**config.mk**
```make
export PLATFORM = sky130hd
export DESIGN_NAME = calendar_clock_ms_tick
export DESIGN_NICKNAME = d
export VERILOG_FILES = /design/src/sv/cctk_pkg.sv /design/src/sv/cctk_advance.sv /design/src/sv/calendar_clock_ms_tick.sv
export SDC_FILE = /design/constraint.sdc
export NUM_CORES = 1
export LEC_CHECK = 0
export BUFFER_PORTS_ARGS = -buffer_cell sky130_fd_sc_hd__buf_2
export CAP_MARGIN = 0
export CORE_MARGIN = 10
export CORE_UTILIZATION = 28
export DETAILED_ROUTE_END_ITERATION = 6
export GPL_TIMING_DRIVEN = 0
export PLACE_DENSITY = 0.46
export REMOVE_ABC_BUFFERS = 1
export SKIP_LAST_GASP = 1
export SYNTH_ARGS = -nofsm -noshare
export SYNTH_HDL_FRONTEND = slang
export SYNTH_SLANG_ARGS = --single-unit
```
**constraint.sdc**
```tcl
create_clock -name i_clk -period 14.01 [get_ports i_clk]
set_clock_uncertainty 0.15 [all_clocks]
set_input_delay 2.1015 -clock i_clk [delete_from_list [all_inputs] [get_ports i_clk]]
set_output_delay 2.1015 -clock i_clk [all_outputs]
set_load 0.01 [all_outputs]
```
**src/sv/cctk_pkg.sv**
```systemverilog
`default_nettype none
package cctk_pkg;

    typedef enum logic [1:0] {
        OP_TICK  = 2'd0,
        OP_SET   = 2'd1,
        OP_START = 2'd2,
        OP_STOP  = 2'd3
    } t_op;

    typedef struct packed {
        logic [15:0] year;
        logic [3:0]  month;
        logic [4:0]  day;
        logic [4:0]  hour;
        logic [5:0]  minute;
        logic [5:0]  second;
        logic [9:0]  millis;
    } t_cal;

    localparam logic [10:0] MS_PER_SEC   = 11'd1000;
    localparam logic [9:0]  MAX_READING  = 10'd999;
    localparam logic [6:0]  SEC_PER_MIN  = 7'd60;
    localparam logic [6:0]  MIN_PER_HOUR = 7'd60;
    localparam logic [5:0]  HOUR_PER_DAY = 6'd24;
    localparam logic [4:0]  MONTHS       = 5'd12;

    localparam logic [15:0] RESET_YEAR   = 16'd1970;
    localparam logic [3:0]  RESET_MONTH  = 4'd1;
    localparam logic [4:0]  RESET_DAY    = 5'd1;

endpackage
`default_nettype wire

```
**src/sv/cctk_advance.sv**
```systemverilog
`default_nettype none
// Adds elapsed milliseconds and ripples one second carry up to the year.
module cctk_advance (
    input  var cctk_pkg::t_cal i_cal,
    input  wire logic [9:0]    i_add,
    output var cctk_pkg::t_cal o_cal
);

    // 25 * 23593 == 1 mod 2^16; multiples of 25 map onto 0..2621
    localparam logic [15:0] INV25     = 16'd23593;
    localparam logic [15:0] DIV25_MAX = 16'd2621;

    logic [15:0] w_prod;
    logic        w_div25;
    logic        w_leap;
    logic [5:0]  w_dim;
    logic [10:0] w_sum;
    logic        w_carry;
    logic [6:0]  w_sec;
    logic        w_sec_wrap;
    logic [6:0]  w_min;
    logic        w_min_wrap;
    logic [5:0]  w_hour;
    logic        w_hour_wrap;
    logic [5:0]  w_day;
    logic        w_day_wrap;
    logic [4:0]  w_mon;
    logic        w_mon_wrap;

    assign w_prod  = i_cal.year * INV25;
    assign w_div25 = (w_prod <= DIV25_MAX);
    assign w_leap  = (i_cal.year[1:0] == 2'd0) && (!w_div25 || (i_cal.year[3:0] == 4'd0));

    always_comb begin
        case (i_cal.month)
            4'd4, 4'd6, 4'd9, 4'd11: w_dim = 6'd30;
            4'd2:                    w_dim = w_leap ? 6'd29 : 6'd28;
            default:                 w_dim = 6'd31;
        endcase
    end

    assign w_sum   = {1'b0, i_cal.millis} + {1'b0, i_add};
    assign w_carry = (w_sum >= cctk_pkg::MS_PER_SEC);

    assign w_sec       = {1'b0, i_cal.second} + 7'd1;
    assign w_sec_wrap  = (w_sec >= cctk_pkg::SEC_PER_MIN);
    assign w_min       = {1'b0, i_cal.minute} + {6'd0, w_sec_wrap};
    assign w_min_wrap  = (w_min >= cctk_pkg::MIN_PER_HOUR);
    assign w_hour      = {1'b0, i_cal.hour} + {5'd0, w_min_wrap};
    assign w_hour_wrap = (w_hour >= cctk_pkg::HOUR_PER_DAY);
    assign w_day       = {1'b0, i_cal.day} + 6'd1;
    assign w_day_wrap  = w_hour_wrap && (w_day > w_dim);
    assign w_mon       = {1'b0, i_cal.month} + 5'd1;
    assign w_mon_wrap  = w_day_wrap && (w_mon > cctk_pkg::MONTHS);

    always_comb begin
        o_cal = i_cal;
        if (w_carry) begin
            o_cal.millis = 10'(w_sum - cctk_pkg::MS_PER_SEC);
            o_cal.second = w_sec_wrap ? 6'd0 : w_sec[5:0];
            o_cal.minute = w_min_wrap ? 6'd0 : w_min[5:0];
            o_cal.hour   = w_hour_wrap ? 5'd0 : w_hour[4:0];
            if (w_hour_wrap) begin
                o_cal.day = w_day_wrap ? cctk_pkg::RESET_DAY : w_day[4:0];
            end
            if (w_day_wrap) begin
                o_cal.month = w_mon_wrap ? cctk_pkg::RESET_MONTH : w_mon[3:0];
            end
            if (w_mon_wrap) begin
                o_cal.year = i_cal.year + 16'd1;
            end
        end else begin
            o_cal.millis = w_sum[9:0];
        end
    end

endmodule
`default_nettype wire

```
**src/sv/calendar_clock_ms_tick.sv**
```systemverilog
// Calendar clock counting from a free-running millisecond reading.
// Input channel (i_in_valid / o_in_ready): one operation per transaction,
// i_op selects tick, set time, start or stop; i_ms_reading is used by tick
// and start, the i_set_* fields by set time.
// Output channel (o_out_valid / i_out_ready): every input transaction gives
// exactly one result, the date and time after the operation plus the run flag.
// Each transaction passes through the input register and then the result
// register. Throughput is one transaction per cycle while results are
// taken; the date update is a single pass of the carry chain (one 16-bit
// multiply for the leap test). When the receiver stalls, the result is held,
// one more transaction waits in the input register, and o_in_ready then drops
// until the result is taken. Reset (synchronous, active low) empties both
// registers and gives 1970-01-01 00:00:00.000 with the clock stopped.
`default_nettype none
module calendar_clock_ms_tick (
    input  wire logic        i_clk,
    input  wire logic        i_rst_n,
    input  wire logic        i_in_valid,
    output var  logic        o_in_ready,
    input  wire logic [1:0]  i_op,
    input  wire logic [9:0]  i_ms_reading,
    input  wire logic [15:0] i_set_year,
    input  wire logic [3:0]  i_set_month,
    input  wire logic [4:0]  i_set_day,
    input  wire logic [4:0]  i_set_hour,
    input  wire logic [5:0]  i_set_minute,
    input  wire logic [5:0]  i_set_second,
    output var  logic        o_out_valid,
    input  wire logic        i_out_ready,
    output var  logic [15:0] o_cur_year,
    output var  logic [3:0]  o_cur_month,
    output var  logic [4:0]  o_cur_day,
    output var  logic [4:0]  o_cur_hour,
    output var  logic [5:0]  o_cur_minute,
    output var  logic [5:0]  o_cur_second,
    output var  logic [9:0]  o_cur_millis,
    output var  logic        o_is_running
);

    logic             r_in_valid;
    cctk_pkg::t_op    r_in_op;
    logic [9:0]       r_in_reading;
    cctk_pkg::t_cal   r_in_set;

    cctk_pkg::t_cal   r_cal, n_cal;
    logic [9:0]       r_last, n_last;
    logic             r_run, n_run;

    logic             r_out_valid;
    cctk_pkg::t_cal   r_out_cal;
    logic             r_out_run;

    logic             w_adv;
    logic             w_in_take;
    logic [9:0]       w_rd;
    logic [9:0]       w_elapsed;
    cctk_pkg::t_cal   w_ticked;

    assign w_adv      = r_in_valid && (!r_out_valid || i_out_ready);
    assign o_in_ready = !r_in_valid || w_adv;
    assign w_in_take  = i_in_valid && o_in_ready;

    always_ff @(posedge i_clk) begin
        if (!i_rst_n) begin
            r_in_valid <= 1'b0;
        end else if (o_in_ready) begin
            r_in_valid <= i_in_valid;
        end
        if (w_in_take) begin
            r_in_op         <= cctk_pkg::t_op'(i_op);
            r_in_reading    <= i_ms_reading;
            r_in_set.year   <= i_set_year;
            r_in_set.month  <= i_set_month;
            r_in_set.day    <= i_set_day;
            r_in_set.hour   <= i_set_hour;
            r_in_set.minute <= i_set_minute;
            r_in_set.second <= i_set_second;
            r_in_set.millis <= 10'd0;
        end
    end

    assign w_rd      = (r_in_reading > cctk_pkg::MAX_READING) ? cctk_pkg::MAX_READING
                                                              : r_in_reading;
    assign w_elapsed = (w_rd >= r_last) ? (w_rd - r_last)
                                        : 10'(cctk_pkg::MS_PER_SEC - {1'b0, r_last}
                                              + {1'b0, w_rd});

    cctk_advance u_advance (
        .i_cal (r_cal),
        .i_add (w_elapsed),
        .o_cal (w_ticked)
    );

    always_comb begin
        n_cal  = r_cal;
        n_last = r_last;
        n_run  = r_run;
        case (r_in_op)
            cctk_pkg::OP_TICK: begin
                if (r_run) begin
                    n_cal  = w_ticked;
                    n_last = w_rd;
                end
            end
            cctk_pkg::OP_SET: begin
                n_cal = r_in_set;
            end
            cctk_pkg::OP_START: begin
                if (!r_run) begin
                    n_run  = 1'b1;
                    n_last = w_rd;
                end
            end
            cctk_pkg::OP_STOP: begin
                n_run = 1'b0;
            end
            default: begin
                n_run = r_run;
            end
        endcase
    end

    always_ff @(posedge i_clk) begin
        if (!i_rst_n) begin
            r_cal.year   <= cctk_pkg::RESET_YEAR;
            r_cal.month  <= cctk_pkg::RESET_MONTH;
            r_cal.day    <= cctk_pkg::RESET_DAY;
            r_cal.hour   <= 5'd0;
            r_cal.minute <= 6'd0;
            r_cal.second <= 6'd0;
            r_cal.millis <= 10'd0;
            r_last       <= 10'd0;
            r_run        <= 1'b0;
            r_out_valid  <= 1'b0;
        end else begin
            if (w_adv) begin
                r_cal  <= n_cal;
                r_last <= n_last;
                r_run  <= n_run;
            end
            if (w_adv) begin
                r_out_valid <= 1'b1;
            end else if (i_out_ready) begin
                r_out_valid <= 1'b0;
            end
        end
        if (w_adv) begin
            r_out_cal <= n_cal;
            r_out_run <= n_run;
        end
    end

    assign o_out_valid  = r_out_valid;
    assign o_cur_year   = r_out_cal.year;
    assign o_cur_month  = r_out_cal.month;
    assign o_cur_day    = r_out_cal.day;
    assign o_cur_hour   = r_out_cal.hour;
    assign o_cur_minute = r_out_cal.minute;
    assign o_cur_second = r_out_cal.second;
    assign o_cur_millis = r_out_cal.millis;
    assign o_is_running = r_out_run;

endmodule
`default_nettype wire

```
Yosys cells after proc, flatten, opt, wreduce, memory -nomap -nowiden

Cells that the tools add are included.

Bits in registers: 172
Input port bits: 58
Logic and storage cells: 98
Output and inout port bits: 55

Multiplexer cells: 22
Reduce and logical (&&, ||, !) cells: 18
Multipliers: 1
Equal/unequal tests: 10
Add/subtract/negate cells: 11
$lt $le $gt $ge: 9

Operators by type and width:

| kind                                                                                   | count |
|---|---|
| 52-bit one-hot mux with 2 select lines                                                 | 1 |
| 52-bit two-way mux                                                                     | 1 |
| 10-bit two-way mux                                                                     | 5 |
| 42-bit two-way mux                                                                     | 1 |
| 10-bit one-hot mux with 2 select lines                                                 | 1 |
| 16-bit by 1-bit adder with 16-bit output (second input constant)                       | 1 |
| 16-bit by 12-bit less-or-equal comparator with 1-bit output (second input constant)    | 1 |
| 16-bit by 15-bit multiplier with 16-bit output (second input constant)                 | 1 |
| 16-bit two-way mux                                                                     | 1 |
| 5-bit two-way mux                                                                      | 3 |
| 7-bit by 6-bit greater-or-equal comparator with 1-bit output (second input constant)   | 2 |
| 6-bit two-way mux                                                                      | 2 |
| 6-bit one-hot mux with 2 select lines                                                  | 1 |
| 10-bit by 10-bit adder with 11-bit output                                              | 1 |
| 11-bit by 10-bit greater-or-equal comparator with 1-bit output (second input constant) | 1 |
| 10-bit adder                                                                           | 1 |
| 10-bit greater-or-equal comparator                                                     | 1 |
| 10-bit greater-than comparator (second input constant)                                 | 1 |
| 10-bit subtractor                                                                      | 1 |
| 10-bit subtractor (first input constant)                                               | 1 |
| 10-bit subtractor (second input constant)                                              | 1 |
| 4-bit by 3-bit == test with 1-bit output (second input constant)                       | 2 |
| 4-bit == test (second input constant)                                                  | 2 |
| 4-bit two-way mux                                                                      | 2 |
| 22 further kinds                                                                       | 36 |

Depth between registers and ports, before layout

Depth after elaboration: 15
Depth in mapped cells: 30
Gate-level depth less buffers: 29

Hierarchy

From an unflattened synthesis, not the netlist that was laid out.

Cells, all modules: 1,177
Area, all modules: 11,224.5 µm²

Modules (own cells, without submodules):

| module                 | area an instance (µm²) | seq. area each (µm²) | instances | cells each |
|---|---|---|---|---|
| calendar_clock_ms_tick | 7,609.8                | 4,514.3              | 1         | 705 |
| cctk_advance           | 3,614.7                | 0.0                  | 1         | 472 |

Least setup slack after synthesis

No wires, ideal clock.

Path kind: register to register
Start: register r_cal[39] (netlist bit)
End: register r_cal[44] (netlist bit)
Period minus slack after synthesis: 6,770 ps
Library setup time: 120 ps
Arrival time: 6,500 ps
Data required time: 13,740 ps
Path buffers: 0
Cell stages (with the launch flop): 29
Path slack: 7,240 ps
Cells stage by stage: dfxtp_1 > inv_1 > ha_1 > ha_1 > inv_1 > fa_1 > fa_1 > inv_1 > fa_1 > ha_1 > ha_1 > o21a_1 > nor2_1 > xnor2_1 > xnor2_1 > xnor2_1 > nand4b_1 > nor3_1 > a221oi_1 > ha_1 > a21boi_0 > o2111ai_1 > a2bb2oi_1 > nand2b_1 > or3_1 > o41ai_2 > nor3b_2 > nor3_2 > a21bo_1

RTL lines:

| what                     | RTL line                      | source |
|---|---|---|
| start: declaration       | calendar_clock_ms_tick.sv:45  | `cctk_pkg::t_cal r_cal, n_cal;` |
| start signal: assignment | calendar_clock_ms_tick.sv:137 | `r_cal <= n_cal;` |

==> results.sh <==
export IMPL_cp_startpoint="r_cal[39]$_SDFFE_PN0P_"
export IMPL_crit_top_cell="ha_1"
export IMPL_path_class="register to register"
export IMPL_synth_largest_area_cell="edfxtp_1"
export IMPL_required_ps=14080
export IMPL_yosys_cell_types_count=90
export IMPL_powerDensity_mw_per_mm2=112.5
export IMPL_maxSlewHeadroom_pct=6.234
export IMPL_num_rows=74
export IMPL_port_buffers=112
export IMPL_pwr_share_clk_pct=34.0
export IMPL_worstHoldStart="r_cal[2]$_SDFFE_PN0P_"
export IMPL_fp_dieW_um=223.1
export IMPL_cpPeakStageDelay_ps=730
export IMPL_numCtsBuffers=17
export IMPL_yosysSeqAreaShare_pct=39.07
export IMPL_dp_hpwl_mm=24.60
export IMPL_dieArea_mm2=0.04979
export IMPL_syn_area_mm2=0.01155
export IMPL_grt_ovfl_total=0
export IMPL_rrSetupSlack_ps=5490
export IMPL_ant_nets=0
export IMPL_tightest_slew_ps=1401
export IMPL_dp_cells=1771
export IMPL_vias=9154
export IMPL_netSwitchingPower_mw=0.4805
export IMPL_max_cap_violations=0
export IMPL_grtUsageTotal_pct=14.00
export IMPL_yosysMostFrequentCell="ha_1"
export IMPL_r2r_end="o_cur_year[4]$_DFFE_PP_"
export IMPL_worstSkewPairLatency_ps=470
export IMPL_first_global_vias=9225
export IMPL_peakVddDrop_v=0.00006940
export IMPL_ys_top_cells_by_count="ha_1, edfxtp_1, inv_1, nor2_1, nand2_1"
export IMPL_wl_per_cell_um=19.34
export IMPL_netSwitchingFraction_pct=31.90
export IMPL_hold_path_class="register to register"
export IMPL_final_nets=1452
export IMPL_routed_wl_mm=34.88
export IMPL_postCtsResizedCells=0
export IMPL_hold_viol=0
export IMPL_p_comb_share_pct=27.1
export IMPL_cp_slowest_cell="nor3_2"
export IMPL_max_freq_mhz=117.4
export IMPL_fin_crit_ps=8518
export IMPL_grt_max_degree=67
export IMPL_root_buffer="clkbuf_16"
export IMPL_period_share_pct=60.80
export IMPL_slew_viol_final=0
export IMPL_drt_iter0_drc=505
export IMPL_clk_path_buf_depth=2
export IMPL_yosysTopAreaCellShare_pct=27.81
export IMPL_die_h_um=223.1
export IMPL_pin_count=113
export IMPL_postCtsHoldBufs=0
export IMPL_drc=0
export IMPL_post_cts_setup_buffer_count=0
export IMPL_h_tree_depth=4
export IMPL_min_to="r_cal[2]$_SDFFE_PN0P_"
export IMPL_clk_pin_slew_worst_paths_ps=70
export IMPL_p_leak_nw=5.304
export IMPL_cp_max_fo=11
export IMPL_rsz0062_at_grt="false"
export IMPL_avgSynthCellArea_um2=9.809
export IMPL_grt_pass1_wl_mm=54.38
export IMPL_crit_path_end_kind="register"
export IMPL_initial_utilization_pct=28.30
export IMPL_p_int_mw=1.026
export IMPL_synth_area_leaders="edfxtp_1, ha_1, dfxtp_1"
export IMPL_setup_viol=0
export IMPL_async_reset_ff_share_pct=0
export IMPL_r2r_cells=27
export IMPL_area_growth_pct=15.84
export IMPL_fp_coreArea_mm2=0.04083
export IMPL_firstDrtPassIters=5
export IMPL_synthCells=1178
export IMPL_cp_start_kind="register"
export IMPL_fin_tns_setup_ps=0
export IMPL_synth_edff_count=107
export IMPL_ys_warn_count=0
export IMPL_clock_sink_count=172
export IMPL_instances_no_fill=1804
export IMPL_synthFlopType="edfxtp_1"
export IMPL_status="finished, final reports clean"
export IMPL_min_path_cells=2
export IMPL_cp_data_arrival_time_ps=8590
export IMPL_tritoncts="done"
export IMPL_avgViaCountPerCell=5.074
export IMPL_reg2reg_from="r_cal[39]$_SDFFE_PN0P_"
export IMPL_antenna_found_initial=1
export IMPL_drive_gt1_share_pct=15.50
export IMPL_synth_seq_cells=172
export IMPL_gp_congestion=0.8434
export IMPL_power_frac_seq_pct=38.9
==> registers in the layout, summed over array words and instances (netlist names) <==
signal / count
o_cur_day: 5
r_in_reading: 10
r_in_set: 42
o_cur_month: 4
o_is_running: 1
o_out_valid: 1
o_cur_minute: 6
r_in_valid: 1
o_cur_hour: 5
o_cur_second: 6
r_run: 1
r_cal: 52
o_cur_millis: 10
o_cur_year: 16
r_last: 10
r_in_op: 2
==> worst max-delay path by stage <==
| stage | endpoint | slack [ps] | cells after the start |
|---|---|---|---|
| 6_report | o_cur_year[4]$_DFFE_PP_ | 5490 | 27 |
| 5_1_grt | o_cur_year[4]$_DFFE_PP_ | 4900 | 27 |
| 4_1_cts | o_cur_year[4]$_DFFE_PP_ | 4900 | 28 |
| 3_5_place_dp | o_cur_year[4]$_DFFE_PP_ | 4940 | 28 |
| 3_3_place_gp | r_cal[39]$_SDFFE_PN0P_ | 4650 | 8 |
| 2_1_floorplan | o_cur_year[15]$_DFFE_PP_ | 6700 | 27 |
==> cell families after synthesis <==
group	Yosys count	share of synthesized area, %
AOI/OAI and AO/OA	326	20.37
and+or+nand+nor	306	13.23
DFF	172	39.07
buffers and inverters	170	5.696
adders and majority gates	136	16.29
xor gates and xnor gates	50	3.790
muxes	18	1.559
==> metal layers <==
metal,track usage [%],wire [um]
met5,0,0
met3,2.824,1640
met2,22.62,16160
met4,4.621,761
met1,18.27,16320
==> cells in the final DEF, fill, tap and decap left out, types with 7 or more instances in the layout <==
cell type	n
nor2_1	87
clkbuf_16	17
ha_1	112
o22a_1	10
o211ai_1	11
mux2i_1	18
nand2b_1	9
nor3_1	14
fa_1	24
buf_2	112
a21oi_1	54
a211oi_1	14
a22oi_1	11
o21ai_1	12
a21o_1	11
o31ai_1	11
dfxtp_1	65
o21a_1	17
and2_1	7
or3_1	10
inv_1	105
and3_1	14
a31oi_1	20
xnor2_1	31
edfxtp_1	107
nand3_1	28
a22o_1	7
nand4_1	10
o21ai_0	62
xor2_1	19
nand2_1	81
==> critical path: cells and delay by family, from the launching register on <==
kind	cells	cell delay, ps
AO/OA/AOI/OAI	7	1810
XOR/XNOR	3	440
adder cells (fa/ha/maj)	8	3050
buffers and inverters	3	250
flip-flops	1	530
AND/OR/NAND/NOR	6	2030
==> final cells by class <==
class	count	area (um^2)
antenna	1	2.502
clock buffer	19	432.9
clock inverter	13	178.9
fill	4199	27450
inverter	109	411.6
multi-input combinational	836	6400
sequential	172	4514
tap	532	665.6
timing repair buffer	122	779.5
==> power by group through the flow <==
stage	clock [mW]	combinational [mW]	sequential [mW]
CTS	0.531	0.415	0.586
finish	0.512	0.408	0.587
global placement	0	0.395	0.604
global route	0.547	0.465	0.589
floorplan	0	0.293	0.596
detailed placement	0	0.410	0.598
==> through the flow <==
step	setup WS [ps]	cell area, um^2	util [%]	total power [mW]	hold slack [ps]
after detailed placement	4945	12770	31.26	1.007	319.6
after global placement	4650	12530	30.69	0.9991	312.8
after global routing	4896	13380	32.78	1.601	349.0
final	5492	13390	32.78	1.507	328.7
after floorplan	6699	11310	-	0.8890	303.3
after CTS	4898	13380	32.76	1.533	329.2
No activity file was read; power rests on OpenSTA's default activity.
